File: src/rtl/core/ecwah_pkg.sv
// ecwah_pkg: shared types, sequencer step codes and sine polynomial constants
// for the envelope controlled wah filter; used by the controller, datapath and top

package ecwah_pkg;

  localparam int OP_W = 5;

  localparam logic [OP_W-1:0] OP_IDLE  = 5'd0;
  localparam logic [OP_W-1:0] OP_E0    = 5'd1;
  localparam logic [OP_W-1:0] OP_E1    = 5'd2;
  localparam logic [OP_W-1:0] OP_E2    = 5'd3;
  localparam logic [OP_W-1:0] OP_E3    = 5'd4;
  localparam logic [OP_W-1:0] OP_E4    = 5'd5;
  localparam logic [OP_W-1:0] OP_E5    = 5'd6;
  localparam logic [OP_W-1:0] OP_FCM   = 5'd7;
  localparam logic [OP_W-1:0] OP_FC    = 5'd8;
  localparam logic [OP_W-1:0] OP_TT    = 5'd9;
  localparam logic [OP_W-1:0] OP_TT2   = 5'd10;
  localparam logic [OP_W-1:0] OP_HMUL  = 5'd11;
  localparam logic [OP_W-1:0] OP_HSUB  = 5'd12;
  localparam logic [OP_W-1:0] OP_SMUL  = 5'd13;
  localparam logic [OP_W-1:0] OP_SFIN  = 5'd14;
  localparam logic [OP_W-1:0] OP_DINIT = 5'd15;
  localparam logic [OP_W-1:0] OP_DSTEP = 5'd16;
  localparam logic [OP_W-1:0] OP_DFIN  = 5'd17;
  localparam logic [OP_W-1:0] OP_L1    = 5'd18;
  localparam logic [OP_W-1:0] OP_L2    = 5'd19;
  localparam logic [OP_W-1:0] OP_L3    = 5'd20;
  localparam logic [OP_W-1:0] OP_L4    = 5'd21;
  localparam logic [OP_W-1:0] OP_L5    = 5'd22;
  localparam logic [OP_W-1:0] OP_L6    = 5'd23;
  localparam logic [OP_W-1:0] OP_L7    = 5'd24;
  localparam logic [OP_W-1:0] OP_L8    = 5'd25;
  localparam logic [OP_W-1:0] OP_L9    = 5'd26;
  localparam logic [OP_W-1:0] OP_L10   = 5'd27;
  localparam logic [OP_W-1:0] OP_L11   = 5'd28;
  localparam logic [OP_W-1:0] OP_L12   = 5'd29;
  localparam logic [OP_W-1:0] OP_L13   = 5'd30;
  localparam logic [OP_W-1:0] OP_L14   = 5'd31;

  localparam logic [3:0] REG_RELEASE  = 4'd0;
  localparam logic [3:0] REG_ATTACK   = 4'd1;
  localparam logic [3:0] REG_SPAN     = 4'd2;
  localparam logic [3:0] REG_FLOOR    = 4'd3;
  localparam logic [3:0] REG_DAMPING  = 4'd4;
  localparam logic [3:0] REG_PREGAIN  = 4'd5;
  localparam logic [3:0] REG_WETMIX   = 4'd6;
  localparam logic [3:0] REG_RESPONSE = 4'd7;

  localparam logic [1:0] RESP_LOW  = 2'd0;
  localparam logic [1:0] RESP_HIGH = 2'd2;

  localparam int DIV_STEPS = 33;

  localparam logic [17:0] COEF_ONE = 18'd65536;

  localparam logic [30:0] SIN_C1 = 31'd1686629713;
  localparam logic [30:0] SIN_C3 = 31'd693598668;
  localparam logic [30:0] SIN_C5 = 31'd85569306;
  localparam logic [30:0] SIN_C7 = 31'd5026997;
  localparam logic [30:0] SIN_C9 = 31'd172272;

  typedef struct packed {
    logic [16:0] release_coeff;
    logic [16:0] attack_coeff;
    logic [15:0] sweep_span;
    logic [15:0] sweep_floor;
    logic [16:0] damping;
    logic [16:0] pre_gain;
    logic [16:0] wet_mix;
    logic [1:0]  response_select;
  } ecwah_cfg_t;

  typedef struct packed {
    logic [OP_W-1:0] op;
    logic            load;
    logic            cos_pass;
    logic [1:0]      hidx;
    logic            commit;
  } ecwah_cmd_t;

  typedef struct packed {
    logic div_zero;
  } ecwah_stat_t;

endpackage

File: src/rtl/core/ecwah_dp.sv
// ecwah_dp: filter state, shared 33x33 multiplier, sine evaluation and
// bit-serial divider; steered step by step by ecwah_ctrl, depends on ecwah_pkg

module ecwah_dp #(
  parameter int FRAC_BITS       = 16,
  parameter int TRIG_TABLE_BITS = 10
) (
  input  logic                   clk,
  input  logic                   rst,
  input  ecwah_pkg::ecwah_cmd_t  cmd,
  output ecwah_pkg::ecwah_stat_t stat,
  input  ecwah_pkg::ecwah_cfg_t  cfg,
  input  logic signed [31:0]     sample_in,
  output logic signed [31:0]     sample_out
);
  import ecwah_pkg::*;

  localparam int TB = TRIG_TABLE_BITS;
  localparam logic [TB:0] SPAN = (TB+1)'(1) << TB;

  logic [31:0] x, xa, peak_hold, envelope_level, prefilter_delay, svf_low, svf_band;
  logic [31:0] tmp, b0, a1, xh, sum, pre, hp;
  logic signed [65:0] prod;
  logic signed [32:0] ma, mb;
  logic        mul_en;
  logic [TB+1:0] pp;
  logic [TB:0]   n;
  logic          nneg;
  logic [30:0]   t, t2, acc;
  logic signed [17:0] s, c;
  logic [32:0] num;
  logic [17:0] rem, den;
  logic        qneg, dz;

  logic [31:0] pc, ysum, fc, sel;
  logic [TB+1:0] pp_w, pcos_w;
  logic [TB:0]   n_sin, n_cos;
  logic          neg_sin, neg_cos;
  logic [30:0]   t_w, sq, hc;
  logic [31:0]   vsum;
  logic [17:0]   v, vcl;
  logic signed [17:0] sv;
  logic signed [18:0] d;
  logic [16:0] abs_s;
  logic [17:0] abs_d;
  logic [18:0] rem_sh;
  logic        qbit;
  logic signed [18:0] f;

  function automatic logic [TB:0] fold(input logic [TB+1:0] p);
    logic [TB:0] r;
    r = {1'b0, p[TB-1:0]};
    fold = p[TB] ? (SPAN - r) : r;
  endfunction

  function automatic logic signed [32:0] sx18(input logic [17:0] v18);
    sx18 = {{15{v18[17]}}, v18};
  endfunction

  function automatic logic [17:0] beta(input logic [16:0] a);
    beta = COEF_ONE - {1'b0, a};
  endfunction

  always_comb begin
    pc      = prod[47:16];
    ysum    = tmp + pc;
    fc      = prod[FRAC_BITS+31:FRAC_BITS] + {16'b0, cfg.sweep_floor};
    pp_w    = fc[16 -: TB+2];
    pcos_w  = pp + (TB+2)'(SPAN);
    n_sin   = fold(pp_w);
    neg_sin = pp_w[TB+1];
    n_cos   = fold(pcos_w);
    neg_cos = pcos_w[TB+1];
    t_w     = 31'(n) << (30 - TB);
    sq      = prod[60:30];
    vsum    = {1'b0, sq} + 32'd8192;
    v       = vsum[31:14];
    vcl     = (v > COEF_ONE) ? COEF_ONE : v;
    sv      = nneg ? -$signed(vcl) : $signed(vcl);
    case (cmd.hidx)
      2'd0:    hc = SIN_C7;
      2'd1:    hc = SIN_C5;
      2'd2:    hc = SIN_C3;
      default: hc = SIN_C1;
    endcase
    d       = 19'(s) + 19'(c);
    abs_s   = s[17] ? 17'(-s) : s[16:0];
    abs_d   = d[18] ? 18'(-d) : d[17:0];
    rem_sh  = {rem, num[32]};
    qbit    = (rem_sh >= {1'b0, den});
    f       = {s, 1'b0};
    case (cfg.response_select)
      RESP_LOW:  sel = svf_low;
      RESP_HIGH: sel = hp;
      default:   sel = svf_band;
    endcase
    stat.div_zero = (d == 19'sd0);
  end

  always_comb begin
    mul_en = 1'b1;
    ma = '0;
    mb = '0;
    case (cmd.op)
      OP_E0:   begin ma = sx18({1'b0, cfg.release_coeff}); mb = 33'(signed'(peak_hold)); end
      OP_E1:   begin ma = sx18(beta(cfg.release_coeff)); mb = 33'(signed'(xa)); end
      OP_E3:   begin ma = sx18({1'b0, cfg.attack_coeff}); mb = 33'(signed'(envelope_level)); end
      OP_E4:   begin ma = sx18(beta(cfg.attack_coeff)); mb = 33'(signed'(peak_hold)); end
      OP_FCM:  begin ma = 33'(signed'(envelope_level)); mb = {17'b0, cfg.sweep_span}; end
      OP_TT:   begin ma = {2'b0, t_w}; mb = {2'b0, t_w}; end
      OP_TT2:  begin ma = {2'b0, SIN_C9}; mb = {2'b0, sq}; end
      OP_HMUL: begin ma = {2'b0, acc}; mb = {2'b0, t2}; end
      OP_SMUL: begin ma = {2'b0, acc}; mb = {2'b0, t}; end
      OP_L1:   begin ma = 33'(signed'(a1)); mb = 33'(signed'(prefilter_delay)); end
      OP_L4:   begin ma = 33'(signed'(b0)); mb = 33'(signed'(sum)); end
      OP_L5:   begin ma = sx18({1'b0, cfg.pre_gain}); mb = 33'(signed'(pc)); end
      OP_L6:   begin ma = sx18({1'b0, cfg.damping}); mb = 33'(signed'(svf_band)); end
      OP_L8:   begin ma = 33'(f); mb = 33'(signed'(hp)); end
      OP_L10:  begin ma = 33'(f); mb = 33'(signed'(svf_band)); end
      OP_L12:  begin ma = sx18({1'b0, cfg.wet_mix}); mb = 33'(signed'(sel)); end
      OP_L13:  begin ma = sx18(beta(cfg.wet_mix)); mb = 33'(signed'(x)); end
      default: mul_en = 1'b0;
    endcase
  end

  always_ff @(posedge clk) begin
    if (mul_en) prod <= ma * mb;
  end

  always_ff @(posedge clk) begin
    if (rst) begin
      peak_hold       <= '0;
      envelope_level  <= '0;
      prefilter_delay <= '0;
      svf_low         <= '0;
      svf_band        <= '0;
    end else begin
      case (cmd.op)
        OP_E2:  peak_hold <= ($signed(xa) > $signed(ysum)) ? xa : ysum;
        OP_E5:  envelope_level <= ysum;
        OP_L3:  prefilter_delay <= xh;
        OP_L9:  svf_band <= svf_band + pc;
        OP_L11: svf_low <= svf_low + pc;
        default: ;
      endcase
    end
  end

  always_ff @(posedge clk) begin
    if (cmd.load) begin
      x  <= sample_in;
      xa <= sample_in[31] ? -sample_in : sample_in;
    end
    case (cmd.op)
      OP_E1, OP_E4, OP_L13: tmp <= pc;
      OP_FC: begin
        pp   <= pp_w;
        n    <= n_sin;
        nneg <= neg_sin;
      end
      OP_TT: t <= t_w;
      OP_TT2: begin
        t2  <= sq;
        acc <= SIN_C9;
      end
      OP_HSUB: acc <= hc - sq;
      OP_SFIN: begin
        if (cmd.cos_pass) begin
          c <= sv;
        end else begin
          s    <= sv;
          n    <= n_cos;
          nneg <= neg_cos;
        end
      end
      OP_DINIT: begin
        num  <= {abs_s, 16'b0};
        den  <= abs_d;
        rem  <= '0;
        qneg <= s[17] ^ d[18];
        dz   <= stat.div_zero;
      end
      OP_DSTEP: begin
        rem <= qbit ? 18'(rem_sh - {1'b0, den}) : rem_sh[17:0];
        num <= {num[31:0], qbit};
      end
      OP_DFIN: begin
        if (dz) begin
          b0 <= '0;
          a1 <= {17'h1ffff, 15'b0} << 1;
        end else if (qneg) begin
          b0 <= (num > 33'h080000000) ? 32'h80000000 : -num[31:0];
          a1 <= ((num > 33'h080000000) ? 32'h80000000 - 32'd32768
                                       : -num[31:0] - 32'd32768) << 1;
        end else begin
          b0 <= (num > 33'h07fffffff) ? 32'h7fffffff : num[31:0];
          a1 <= ((num > 33'h07fffffff) ? 32'h7fffffff - 32'd32768
                                       : num[31:0] - 32'd32768) << 1;
        end
      end
      OP_L2: xh <= x - pc;
      OP_L3: sum <= xh + prefilter_delay;
      OP_L6: pre <= pc;
      OP_L7: hp <= pre - svf_low - pc;
      default: ;
    endcase
    if (cmd.commit) sample_out <= ysum;
  end

endmodule

File: config.mk
export PLATFORM = sky130hd
export DESIGN_NAME = ecwah_dp
export DESIGN_NICKNAME = d
export VERILOG_FILES = /design/src/rtl/core/ecwah_pkg.sv /design/src/rtl/core/ecwah_dp.sv
export SDC_FILE = /design/constraint.sdc
export NUM_CORES = 2
export LEC_CHECK = 0
export BUFFER_PORTS_ARGS = -buffer_cell sky130_fd_sc_hd__buf_2
export CORE_MARGIN = 8
export CORE_UTILIZATION = 53
export CTS_BUF_LIST = sky130_fd_sc_hd__clkbuf_4
export DETAILED_ROUTE_END_ITERATION = 10
export GPL_TIMING_DRIVEN = 0
export PLACE_DENSITY = 0.69
export SYNTH_ARGS = -nofsm -noshare
export SYNTH_HDL_FRONTEND = slang
export SYNTH_SLANG_ARGS = --single-unit
File: constraint.sdc
create_clock -name clk -period 12.65 [get_ports clk]
set_input_delay 0.6325 -clock clk [delete_from_list [all_inputs] [get_ports clk]]
set_output_delay 0.6325 -clock clk [all_outputs]
set_load 0.01 [all_outputs]
==> metrics.txt <==
outcome finished, violations left; failing checks capacitance limit, slew limit, setup timing; switching pwr approximately 0.0074 W; Via density roughly 6.3; top-count cell post-synth inv_1; total congestion overflow 0; Final ANT Viol Nets 0; Tot Pwr 0.0145 W; Die Ht 410 µm; RSZ-0062 raised after global routing false; final core occ ~58%; CTS max path bufs 3; Clk pwr share ~16%; Nets 11,200; hpwl dp 296,000 µm; CP delay by family, top buffers and inverters; FFs w/ async S/R, synth 0%; max reg flops 45; top post-synthesis cells by area fa_1 (27%), edfxtp_1 (20%), ha_1 (8.4%); Period minus WS final roughly 13 ns; post-synthesis average cell area around 9 µm²; Avg WL per Cell 31.4 µm; Final Skew between 0.1 and 0.15 ns; CP Max Fanout 10; DRT iter0 DRCs 10,600; VDD IR max 205 µV; Leak between 30 and 40 nW; number of max-cap violations 9; width of the die between 400 and 500 µm; r2r worst-path depth 31; Post-Synth XOR/XNOR Area about 4.9%; largest reg by FF count prod; Initial Util approximately 53%; post-synthesis mux area share less than 1%; port bufs around 190; synthesis-stage register bit count 712; Mapped Nets around 11,000; predominant post-synthesis flop cell edfxtp_1; Hold Crit Depth 1; Power Density roughly 160 mW/mm²; final setup TNS -2.19 ns; reg2reg end prod[54]; FP Rows between 100 and 150; dominant cell type by area after synthesis fa_1; R2R Setup Slk about 0.69 ns; WHS 0.0266 ns; CTS H-Tree Depth 4; drt pass-1 iters 10; class of the worst hold path input pin to register; FMAX between 70 and 80 MHz; CORE AREA 0.154 mm²; clk_lat worst skew 1.24 ns; first-pass GRT wire length approximately 500,000 µm; unique cell type count in the Yosys netlist around 100; sequential cell area fraction in the yosys report roughly a quarter; Crit Path Class input pin to register; vias in the first global route between 70,000 and 80,000; slowest cell on the critical path clkdlybuf4s15_1; Logic pwr share ~58%; clock root cell clkbuf_4; relative slew slack -8.62%; required time of the critical path between 10 and 15 ns; initial antenna violation count 35; CTS tree built; Seq pwr share 26.5%; I/O Pins between 150 and 200; synth warn 0; crit share post-route 103%; area share of the largest cell type after synthesis between 20% and 30%; Worst Path Buf+Inv 13; largest family of logic cells by synthesized area adder cells; internal power ~0.0071 W; endpoints failing hold 0; startpoint types input pin; Vias ~73,000; Synth Area in Simple Gates about 15%; Final setup violation count 15; actual slew at the worst max-slew pin about 1.6 ns; largest registers prod (45), num (33); Syn Inst Count a little under 9,000; Synth Cell Area 0.0821 mm²; pre-CTS WS -5.07 ns; full die area between 0.15 and 0.2 mm²; Worst Path Arrival between 10 and 15 ns; complex-gate fraction of the synthesized area 11.6%; Hold Crit Endpoint x[5]; Setup WS post-layout -0.348 ns; Post-synth top cells inv_1 (1,420), fa_1 (1,107), nand2_1 (1,047); Sw Share 51.2%; Total GRT Usage between 40% and 50%; final max-slew violation count 79; synthesis-to-layout area growth 9.12%; EDFF count, synth between 500 and 600; RR Startpoint prod[34]; largest net degree at the start of global routing 64; clock sinks 712; Crit. End Element register; DR DRC count 0; fraction of layout cells with a size suffix above 1 7.91%; Crit path largest cell delay around 0.98 ns; total wire length 364,000 µm; gpl congestion 1.10; CTS clock-pin slew for the worst setup and hold paths about 0.08 ns; HP Start cmd[4]; post-synthesis adder-cell area fraction 35.4%; TritonCTS Buffers ~190
## routing by layer
| layer | routed length (µm) | share of wire (%) | track usage (%) |
|---|---|---|---|
| met1 | 135000 | 37 | 55.3 |
| met4 | 30500 | 8.4 | 27.7 |
| met3 | 56900 | 16 | 18.5 |
| met5 | 491 | 0.13 | 0.0287 |
| met2 | 141000 | 39 | 57.2 |
## stage by stage
| step | area, µm² | cells |
|---|---|---|
| floorplan | 82100 | 8916 |
| global placement | 85600 | 11200 |
| detailed placement | 86200 | 11200 |
| CTS | 89400 | 11600 |
| global route | 89600 | 11600 |
| finish | 89600 | 11600 |
## cell families after synthesis
group,count (synthesis)
compound gates,1441
xor+xnor,457
fa+ha+maj,1656
buf+inv,1815
flops,712
mux,29
simple gates,2806
## power by group through the flow
stage          combinational, W  clock [W]  sequential (W)
6_report                0.00837    0.00228         0.00384
5_1_grt                 0.00900    0.00239         0.00378
4_1_cts                 0.00810    0.00227         0.00377
3_5_place_dp            0.00802          0         0.00382
3_3_place_gp            0.00780          0         0.00385
2_1_floorplan           0.00521          0         0.00331
## layout make-up
| cell class | instances | area (µm²) |
|---|---|---|
| clock inverters | 74 | 539 |
| flip-flops and latches | 712 | 19800 |
| well taps | 2044 | 2560 |
| fillers | 13900 | 64400 |
| repair buffers | 258 | 1850 |
| diodes | 23 | 57.6 |
| inverters | 1422 | 5350 |
| multi-input cells | 6389 | 55700 |
| plain buffers | 391 | 1680 |
| clock buffers | 275 | 2060 |
## worst max-delay path by stage
stage | from | cells past startpoint | slack (ns) | endpoint
after detailed placement | cmd[7] | 36 | -5.07 | prod[60]
after CTS | cmd[7] | 38 | 0.02 | prod[60]
after floorplan | cmd[8] | 36 | 1.61 | prod[58]
after global routing | cmd[9] | 38 | 0.02 | prod[54]
after global placement | cmd[8] | 36 | -5.77 | prod[60]
final | cmd[6] | 39 | -0.35 | prod[54]
## layout by cell type, fill, tap and decap left out, types with 163 or more instances in the layout
cell type | Yosys | final
inv_1 | 1420 | 1417
fa_1 | 1107 | 1106
nand2_1 | 1047 | 1046
nor2_1 | 918 | 908
edfxtp_1 | 552 | 552
ha_1 | 549 | 549
a21oi_1 | 435 | 430
xnor2_1 | 292 | 291
clkbuf_1 | 326 | 282
clkbuf_4 | 0 | 282
o21ai_0 | 241 | 239
buf_2 | 31 | 225
xor2_1 | 164 | 163
## repair_timing
item	4_1_cts	5_1_grt
hold buffers	36	0
endpoints found under the setup margin	33	19
gates resized for setup	71	65
hold endpoints to repair	84	0
pin swaps	0	2
buffers inserted	2	5
Power figures use the tool's default switching activity.
