**src/rtl/core/ecwah_pkg.sv**
```systemverilog
// ecwah_pkg: shared types, sequencer step codes and sine polynomial constants
// for the envelope controlled wah filter; used by the controller, datapath and top

package ecwah_pkg;

  localparam int OP_W = 5;

  localparam logic [OP_W-1:0] OP_IDLE  = 5'd0;
  localparam logic [OP_W-1:0] OP_E0    = 5'd1;
  localparam logic [OP_W-1:0] OP_E1    = 5'd2;
  localparam logic [OP_W-1:0] OP_E2    = 5'd3;
  localparam logic [OP_W-1:0] OP_E3    = 5'd4;
  localparam logic [OP_W-1:0] OP_E4    = 5'd5;
  localparam logic [OP_W-1:0] OP_E5    = 5'd6;
  localparam logic [OP_W-1:0] OP_FCM   = 5'd7;
  localparam logic [OP_W-1:0] OP_FC    = 5'd8;
  localparam logic [OP_W-1:0] OP_TT    = 5'd9;
  localparam logic [OP_W-1:0] OP_TT2   = 5'd10;
  localparam logic [OP_W-1:0] OP_HMUL  = 5'd11;
  localparam logic [OP_W-1:0] OP_HSUB  = 5'd12;
  localparam logic [OP_W-1:0] OP_SMUL  = 5'd13;
  localparam logic [OP_W-1:0] OP_SFIN  = 5'd14;
  localparam logic [OP_W-1:0] OP_DINIT = 5'd15;
  localparam logic [OP_W-1:0] OP_DSTEP = 5'd16;
  localparam logic [OP_W-1:0] OP_DFIN  = 5'd17;
  localparam logic [OP_W-1:0] OP_L1    = 5'd18;
  localparam logic [OP_W-1:0] OP_L2    = 5'd19;
  localparam logic [OP_W-1:0] OP_L3    = 5'd20;
  localparam logic [OP_W-1:0] OP_L4    = 5'd21;
  localparam logic [OP_W-1:0] OP_L5    = 5'd22;
  localparam logic [OP_W-1:0] OP_L6    = 5'd23;
  localparam logic [OP_W-1:0] OP_L7    = 5'd24;
  localparam logic [OP_W-1:0] OP_L8    = 5'd25;
  localparam logic [OP_W-1:0] OP_L9    = 5'd26;
  localparam logic [OP_W-1:0] OP_L10   = 5'd27;
  localparam logic [OP_W-1:0] OP_L11   = 5'd28;
  localparam logic [OP_W-1:0] OP_L12   = 5'd29;
  localparam logic [OP_W-1:0] OP_L13   = 5'd30;
  localparam logic [OP_W-1:0] OP_L14   = 5'd31;

  localparam logic [3:0] REG_RELEASE  = 4'd0;
  localparam logic [3:0] REG_ATTACK   = 4'd1;
  localparam logic [3:0] REG_SPAN     = 4'd2;
  localparam logic [3:0] REG_FLOOR    = 4'd3;
  localparam logic [3:0] REG_DAMPING  = 4'd4;
  localparam logic [3:0] REG_PREGAIN  = 4'd5;
  localparam logic [3:0] REG_WETMIX   = 4'd6;
  localparam logic [3:0] REG_RESPONSE = 4'd7;

  localparam logic [1:0] RESP_LOW  = 2'd0;
  localparam logic [1:0] RESP_HIGH = 2'd2;

  localparam int DIV_STEPS = 33;

  localparam logic [17:0] COEF_ONE = 18'd65536;

  localparam logic [30:0] SIN_C1 = 31'd1686629713;
  localparam logic [30:0] SIN_C3 = 31'd693598668;
  localparam logic [30:0] SIN_C5 = 31'd85569306;
  localparam logic [30:0] SIN_C7 = 31'd5026997;
  localparam logic [30:0] SIN_C9 = 31'd172272;

  typedef struct packed {
    logic [16:0] release_coeff;
    logic [16:0] attack_coeff;
    logic [15:0] sweep_span;
    logic [15:0] sweep_floor;
    logic [16:0] damping;
    logic [16:0] pre_gain;
    logic [16:0] wet_mix;
    logic [1:0]  response_select;
  } ecwah_cfg_t;

  typedef struct packed {
    logic [OP_W-1:0] op;
    logic            load;
    logic            cos_pass;
    logic [1:0]      hidx;
    logic            commit;
  } ecwah_cmd_t;

  typedef struct packed {
    logic div_zero;
  } ecwah_stat_t;

endpackage

```
**src/rtl/core/ecwah_ctrl.sv**
```systemverilog
// ecwah_ctrl: step sequencer for one sample, input and output handshakes
// depends on ecwah_pkg

module ecwah_ctrl (
  input  logic                 clk,
  input  logic                 rst,
  input  logic                 in_valid,
  output logic                 in_ready,
  output logic                 out_valid,
  input  logic                 out_ready,
  output ecwah_pkg::ecwah_cmd_t cmd,
  input  ecwah_pkg::ecwah_stat_t stat
);
  import ecwah_pkg::*;

  logic [OP_W-1:0] state;
  logic [OP_W-1:0] state_next;
  logic            cos_pass;
  logic [1:0]      hidx;
  logic [5:0]      cnt;
  logic            can_commit;

  assign in_ready   = (state == OP_IDLE);
  assign can_commit = (state == OP_L14) && (!out_valid || out_ready);

  always_comb begin
    cmd.op       = state;
    cmd.load     = in_ready && in_valid;
    cmd.cos_pass = cos_pass;
    cmd.hidx     = hidx;
    cmd.commit   = can_commit;
  end

  always_comb begin
    state_next = state;
    case (state)
      OP_IDLE: begin
        if (in_valid) state_next = OP_E0;
      end
      OP_HSUB: begin
        state_next = (hidx == 2'd3) ? OP_SMUL : OP_HMUL;
      end
      OP_SFIN: begin
        state_next = cos_pass ? OP_DINIT : OP_TT;
      end
      OP_DINIT: begin
        state_next = stat.div_zero ? OP_DFIN : OP_DSTEP;
      end
      OP_DSTEP: begin
        if (cnt == 6'(DIV_STEPS - 1)) state_next = OP_DFIN;
      end
      OP_L14: begin
        if (can_commit) state_next = OP_IDLE;
      end
      default: begin
        state_next = state + 1'b1;
      end
    endcase
  end

  always_ff @(posedge clk) begin
    if (rst) begin
      state     <= OP_IDLE;
      cos_pass  <= 1'b0;
      hidx      <= 2'd0;
      cnt       <= 6'd0;
      out_valid <= 1'b0;
    end else begin
      state <= state_next;
      case (state)
        OP_IDLE:  cos_pass <= 1'b0;
        OP_TT2:   hidx <= 2'd0;
        OP_HSUB:  hidx <= hidx + 1'b1;
        OP_SFIN:  cos_pass <= 1'b1;
        OP_DINIT: cnt <= 6'd0;
        OP_DSTEP: cnt <= cnt + 1'b1;
        default: ;
      endcase
      if (can_commit) begin
        out_valid <= 1'b1;
      end else if (out_ready) begin
        out_valid <= 1'b0;
      end
    end
  end

endmodule

```
**config.mk**
```make
export PLATFORM = sky130hd
export DESIGN_NAME = ecwah_ctrl
export DESIGN_NICKNAME = d
export VERILOG_FILES = /design/src/rtl/core/ecwah_pkg.sv /design/src/rtl/core/ecwah_ctrl.sv
export SDC_FILE = /design/constraint.sdc
export NUM_CORES = 1
export LEC_CHECK = 0
export BUFFER_PORTS_ARGS = -buffer_cell sky130_fd_sc_hd__buf_2
export CORE_ASPECT_RATIO = 1.25
export CORE_MARGIN = 5
export CORE_UTILIZATION = 31
export DETAILED_ROUTE_END_ITERATION = 6
export GPL_TIMING_DRIVEN = 0
export PLACE_DENSITY_LB_ADDON = 0.2
export RECOVER_POWER = 50
export SETUP_SLACK_MARGIN = 0.4
export SKIP_LAST_GASP = 1
export SLEW_MARGIN = 5
export SYNTH_ARGS = -nofsm -noshare
export SYNTH_HDL_FRONTEND = slang
export SYNTH_SLANG_ARGS = --single-unit
```
**constraint.sdc**
```tcl
create_clock -name clk -period 2.4 [get_ports clk]
set_clock_uncertainty 0.1 [all_clocks]
set_input_delay 0.12 -clock clk [delete_from_list [all_inputs] [get_ports clk]]
set_output_delay 0.12 -clock clk [all_outputs]
set_load 0.005 [all_outputs]
```
==> results of run 1 <==
power by group:
group	internal, W	switching (W)
logic	0.000380	0.000411
registers	0.000283	0.0000587
clock network	0.000115	0.0000969
total	0.000778	0.000567
worst max-delay path, delay by kind of cell, from the launching register on:
family                     cells  cell delay (ns)
DFF                            1             0.35
adders and majority gates      2             0.49
AOI/OAI and AO/OA              2             0.55
and+or+nand+nor                3             0.49
cell usage after synthesis, types with 3 or more instances:
master,number,area [um2]
a21oi_1,9,45.0
buf_2,5,25.0
ha_1,8,100
dfxtp_1,15,300
o21ai_0,3,15.0
nor2b_1,3,18.8
nand4_1,3,18.8
inv_1,8,30.0
nand2_1,9,33.8
nor2_1,12,45.0
and3_1,4,25.0
cells in the final DEF (no fill, tap or decap), types with 2 or more instances in the layout:
cell type,count
o21ai_0,3
nor2_1,11
clkbuf_1,5
inv_1,8
dfxtp_1,15
xor2_1,2
nand4_1,3
buf_2,15
a22oi_1,2
or2_4,2
o31ai_1,2
nor3_1,2
a21oi_1,9
nand3b_1,2
nand2_1,9
a311oi_2,2
buf_4,6
nand3_1,2
nor2b_1,3
and3_1,3
ha_1,6
ha_4,2
clkbuf_8,3
through the flow:
stage	utilization [%]	std cells	cell area, um2	worst slack, ns	hold slack (ns)
CTS	40.4	182	1300	0.391	0.0483
detailed placement	36.6	178	1180	0.156	0.307
global placement	36.6	178	1180	0.164	0.285
global route	42.9	186	1380	0.246	0.0630
finish	42.9	186	1380	0.325	0.0501
floorplan	-	125	1050	0.402	0.121
layout make-up:
type                    instances  share of cell area (%)
multi-input cells              94                    58.0
flip-flops and latches         15                    21.7
repair buffers                 20                    7.61
plain buffers                   8                    3.80
well taps                      37                    3.35
clock buffers                   3                    2.99
inverters                       8                    2.17
clock inverters                 1                   0.362
flip-flops by register name, summed over array words and instances (netlist names):
signal / cells
hidx: 2
cos_pass: 1
out_valid: 1
state: 5
cnt: 6
cells by family (layout without fill, tap and decap cells):
kind of cell / count (synthesis) / in the layout / synth area share [%]
AOI/OAI and AO/OA: 35 / 35 / 26.5
xor gates and xnor gates: 2 / 2 / 1.67
adders and majority gates: 8 / 8 / 9.55
buffers and inverters: 16 / 40 / 7.04
DFF: 15 / 15 / 28.6
muxes: 1 / 1 / 0.955
and+or+nand+nor: 48 / 48 / 25.7
metal layers:
layer	global-route usage, %	share of wire (%)	up-vias
met4	2.83	2.7	0
met3	3.26	3.5	7
met2	24.5	54	15
met5	0	0	-
li1	-	-	503
met1	14.0	40	465
worst paths after layout:
path	from	endpoint	cells after the start
max	state[0]	state[3]	7
min	rst	cnt[5]	2
max reg2reg	state[0]	state[3]	7
min reg2reg	cnt[0]	cnt[0]	2
what timing repair did:
action,in CTS,in global routing
setup endpoints to repair,6,6
hold buffers,0,0
gates resized for setup,15,18
gates cloned,0,0
setup buffers,0,4
pin swaps,0,7
==> qor.yml, run 1 <==
yosys:
  synth.distinct_cells: 47
  ys_ff_latch: 15
  syn_nets: 138
  syn-instance-count: 125
  syn_avg_cell_area_um2: 8.39
  ys_async_sr_fraction_pct: 0
  synth_edf_count: 0
  yosys_warnings: 0
  ys_seq_area_share_pct: 28.6
  synth_flop_cell: "dfxtp_1"
  synthesis.area_um2: 1050
power:
  power_density_nw_per_um2: 973
  p_leak_nw: 0.565
  p_total_w: 0.00134
  vdd_ir_drop_max_mv: 0.751
critical_path:
  end_kind: "flop"
  reg2reg_slack_ns: 0.33
  crit_chain: "ha_1 > and3_4 > ha_4 > nor2_4 > nand2_1 > o31a_1 > o32ai_2"
  cpPeakStageDelay_ns: 0.35
  crit_required_ns: 2.46
  cpMaxStageDelayCell: "dfxtp_1"
  cp.arrival_ns: 2.13
  worstPathMaxFanout: 7
  path_class: "reg2reg"
  start_kind: "flop"
detailed_routing:
  finalWirelength_um: 2880
  avgRoutedWirePerCell_um: 15.5
  postRouteAntennaNets: 0
  num_vias: 990
  drtIter0Drc: 22
  drt-pass1-iter-count: 4
  drc: 0
  vias_per_cell: 5.32
clocking:
  htreeDepth: 1
  worstSkewPairLatency_ns: 0.25
  cts_tree: "built"
  numCtsBuffers: 3
  clkTransAtPathRegs_ns: 0.07
  cts.sinks: 15
  cts_buffer_depth: 2
  root_buffer: "clkbuf_8"
place:
  dp_hpwl_um: 2030
  place_congestion: 0.813
  port_buffers: 16
global_routing:
  grt_max_degree: 11
  grt_pass1_vias: 989
  grt_pass1_wl_um: 4530
  grt_use_total_pct: 13.0
  overflow: 0
  antenna_found_initial: 0
timing:
  fin_crit_ns: 2.07
  slew_headroom_pct: 62.7
  finalHoldViolCount: 0
  worst_slew_pin_slew_ns: 0.560
  slew_violations: 0
  tns_ns: 0
  fmax_mhz: 482
  setup_viol: 0
  rsz0062_at_grt: "false"
  min_period_over_period_pct: 86.5
floorplan:
  coreArea_um2: 3220
  initial_core_util_pct: 32.5
  io_pins: 17
  rows: 23
  die-area_um2: 4650
  die_h_um: 75.0
  dieWidth_um: 62.0
finish:
  multi_input_area_um2: 801
  regArea_um2: 300
  nNetsFinal: 163
  syn_to_final_growth_pct: 31.7
  diodes: 0
  drive_above_1_share_pct: 30.9
  fill_cells: 337
run:
  maxCapViolations: 0
run_status:
  status: "finished clean"
hold_path:
  hp-class: "in2reg"
Power figures use the tool's default switching activity.
==> run 2, diff against run 1 <==
--- a/config.mk
+++ b/config.mk
@@ -8,7 +8,7 @@
 export BUFFER_PORTS_ARGS = -buffer_cell sky130_fd_sc_hd__buf_2
 export CORE_ASPECT_RATIO = 1.25
 export CORE_MARGIN = 5
-export CORE_UTILIZATION = 31
+export CORE_UTILIZATION = 55
 export DETAILED_ROUTE_END_ITERATION = 6
 export GPL_TIMING_DRIVEN = 0
 export PLACE_DENSITY_LB_ADDON = 0.2
==> run 2 against run 1 <==
Utilization increased by 33 points. Worst setup slack got worse by 0.0027 ns. Global-route usage increased by 7.0 points. Count of clock-buffer cells in the layout increased by 1. Hold slack improved by 0.0030 ns. Highest routed layer unchanged. Sequential share of layout area increased by 0.52 points. Final area decreased by 2.4%. Critical path depth decreased by 1. Critical path type is now reg2out. Final cell count decreased by 8.6%. Sequential cell count unchanged. First-iteration DRC count increased by 41%.
==> qor.yml, run 2 (same netlist as run 1, synthesis figures left out) <==
critical_path:
  start_kind: "flop"  # unchanged
  crit_required_ns: 2.18  # was 2.46 ns
  cp.arrival_ns: 1.86  # was 2.13 ns
  r2r-start: "state[0]"  # unchanged
  worstPathMaxFanout: 7  # unchanged
  path_class: "reg2out"  # was reg2reg
  end_kind: "output pin"  # was flop
  startpoint: "state[1]"  # was state[0]
detailed_routing:
  drt-pass1-iter-count: 4  # unchanged
  drc: 0  # unchanged
  finalWirelength_um: 3030  # was 2880 um
  vias_per_cell: 6.37  # was 5.32
  avgRoutedWirePerCell_um: 17.8  # was 15.5 um
  postRouteAntennaNets: 0  # unchanged
  num_vias: 1083  # was 990
  drtIter0Drc: 31  # was 22
global_routing:
  grt_max_degree: 11  # unchanged
  grt_pass1_wl_um: 4600  # was 4530 um
  overflow: 0  # unchanged
  grt_use_total_pct: 19.9  # was 13.0%
  antenna_found_initial: 0  # unchanged
  grt_pass1_vias: 1018  # was 989
power:
  power_density_nw_per_um2: 975  # was 973 nW/um2
  vdd_ir_drop_max_mv: 0.602  # was 0.751 mV
  p_leak_nw: 0.572  # was 0.565 nW
  p_total_w: 0.00132  # was 0.00134 W
clocking:
  numCtsBuffers: 3  # unchanged
  cts.sinks: 15  # unchanged
  root_buffer: "clkbuf_4"  # was clkbuf_8
  worstSkewPairLatency_ns: 0.30  # was 0.25 ns
  htreeDepth: 1  # unchanged
  clkTransAtPathRegs_ns: 0.11  # was 0.07 ns
  cts_tree: "built"  # unchanged
  cts_buffer_depth: 2  # unchanged
finish:
  multi_input_area_um2: 792  # was 801 um2
  final_cell_mix: "buf_2, dfxtp_1, nor2_1, nand2_1, a21oi_1"  # unchanged
  nNetsFinal: 165  # was 163
  regArea_um2: 300  # unchanged
  fin_util_pct: 75.5  # was 42.9%
  drive_above_1_share_pct: 32.5  # was 30.9%
  top_regs: "cnt (6), state (5), hidx (2)"  # unchanged
  diodes: 0  # unchanged
  fill_cells: 129  # was 337
  largest_register_ffs: 6  # unchanged
  largest_register: "cnt"  # unchanged
  fin_area_um2: 1350  # was 1380 um2
  layout_commonest_cell: "buf_2"
  syn_to_final_growth_pct: 28.6  # was 31.7%
floorplan:
  initial_core_util_pct: 58.7  # was 32.5%
  die_h_um: 58.8  # was 75.0 um
  dieWidth_um: 49.1  # was 62.0 um
  io_pins: 17  # unchanged
  coreArea_um2: 1790  # was 3220 um2
  die-area_um2: 2880  # was 4650 um2
  rows: 17  # was 23
timing:
  fmax_mhz: 481  # was 482 MHz
  finalHoldViolCount: 0  # unchanged
  tns_ns: 0  # unchanged
  min_period_over_period_pct: 86.6  # was 86.5%
  fin_crit_ns: 2.08  # was 2.07 ns
  slew_headroom_pct: 64.7  # was 62.7%
  rsz0062_at_grt: "true"  # was false
  worst_slew_pin_slew_ns: 0.529  # was 0.560 ns
  setup_viol: 0  # unchanged
  slew_violations: 0  # unchanged
place:
  port_buffers: 16  # unchanged
  placed_area_um2: 1160  # was 1180 um2
  place_congestion: 0.890  # was 0.813
  dp_hpwl_um: 1780  # was 2030 um
run_status:
  status: "finished clean"  # unchanged
run:
  maxCapViolations: 0  # unchanged
hold_path:
  hp-class: "in2reg"  # unchanged
  min-delay-start: "out_ready"  # was rst
## run 2: cell types whose count changed in the layout (fill, tap and decap cells not counted), moves of 3 or more
| cell | previous run | this run |
|---|---|---|
| buf_2 | 15 | 19 |
| clkbuf_8 | 3 | 0 |
| clkbuf_4 | 1 | 5 |
| clkbuf_1 | 5 | 2 |
## run 2: critical path: stages (launching register included)
cell and delay (ns):
dfxtp_1 0.47, ha_1 0.29, and3_4 0.24, ha_4 0.20, nor2b_1 0.15, buf_4 0.10
buf_2 0.10
## run 2: final timing paths
kind         depth (start not counted)        end  slack [ns]
max                                  6     cmd[0]        0.32
min                                  4  out_valid        0.05
max reg2reg                          6   state[0]        0.34
min reg2reg                          2    hidx[1]        0.40
## run 2: where the power goes
part	switching, W	internal, W
clock	0.0000944	0.0000648
combinational	0.000444	0.000364
sequential	0.0000651	0.000282
## run 2: layer usage
metal / vias to the layer above / routed length [um] / GRT usage [%]
li1: 508 / - / -
met1: 513 / 1200 / 22.9
met2: 42 / 1570 / 35.1
met3: 20 / 111 / 4.05
met4: 0 / 148 / 9.62
met5: - / 0 / 0
## run 2: final cells by class
type / instances / area share [%]
Tap cell: 19 / 1.76
Clock buffer: 4 / 1.95
Timing Repair Buffer: 22 / 9.46
Inverter: 8 / 2.23
Sequential cell: 15 / 22.3
Buffer: 8 / 3.62
Multi-Input combinational cell: 94 / 58.7
## run 2: timing repair
item | in CTS | in global routing
endpoints found under the setup margin | 7 | 6
hold buffers | 1 | 0
setup buffers | 2 | 3
pin swaps | 1 | 5
endpoints found under the hold margin | 2 | 0
resized for setup | 13 | 15
## run 2: through the flow
step | worst slack, ns | hold slack [ns] | std cells
2_1_floorplan | 0.402 | 0.121 | 125
3_3_place_gp | 0.277 | 0.283 | 160
3_5_place_dp | 0.262 | 0.284 | 160
4_1_cts | 0.402 | 0.0642 | 167
5_1_grt | 0.197 | 0.131 | 170
6_report | 0.322 | 0.0531 | 170
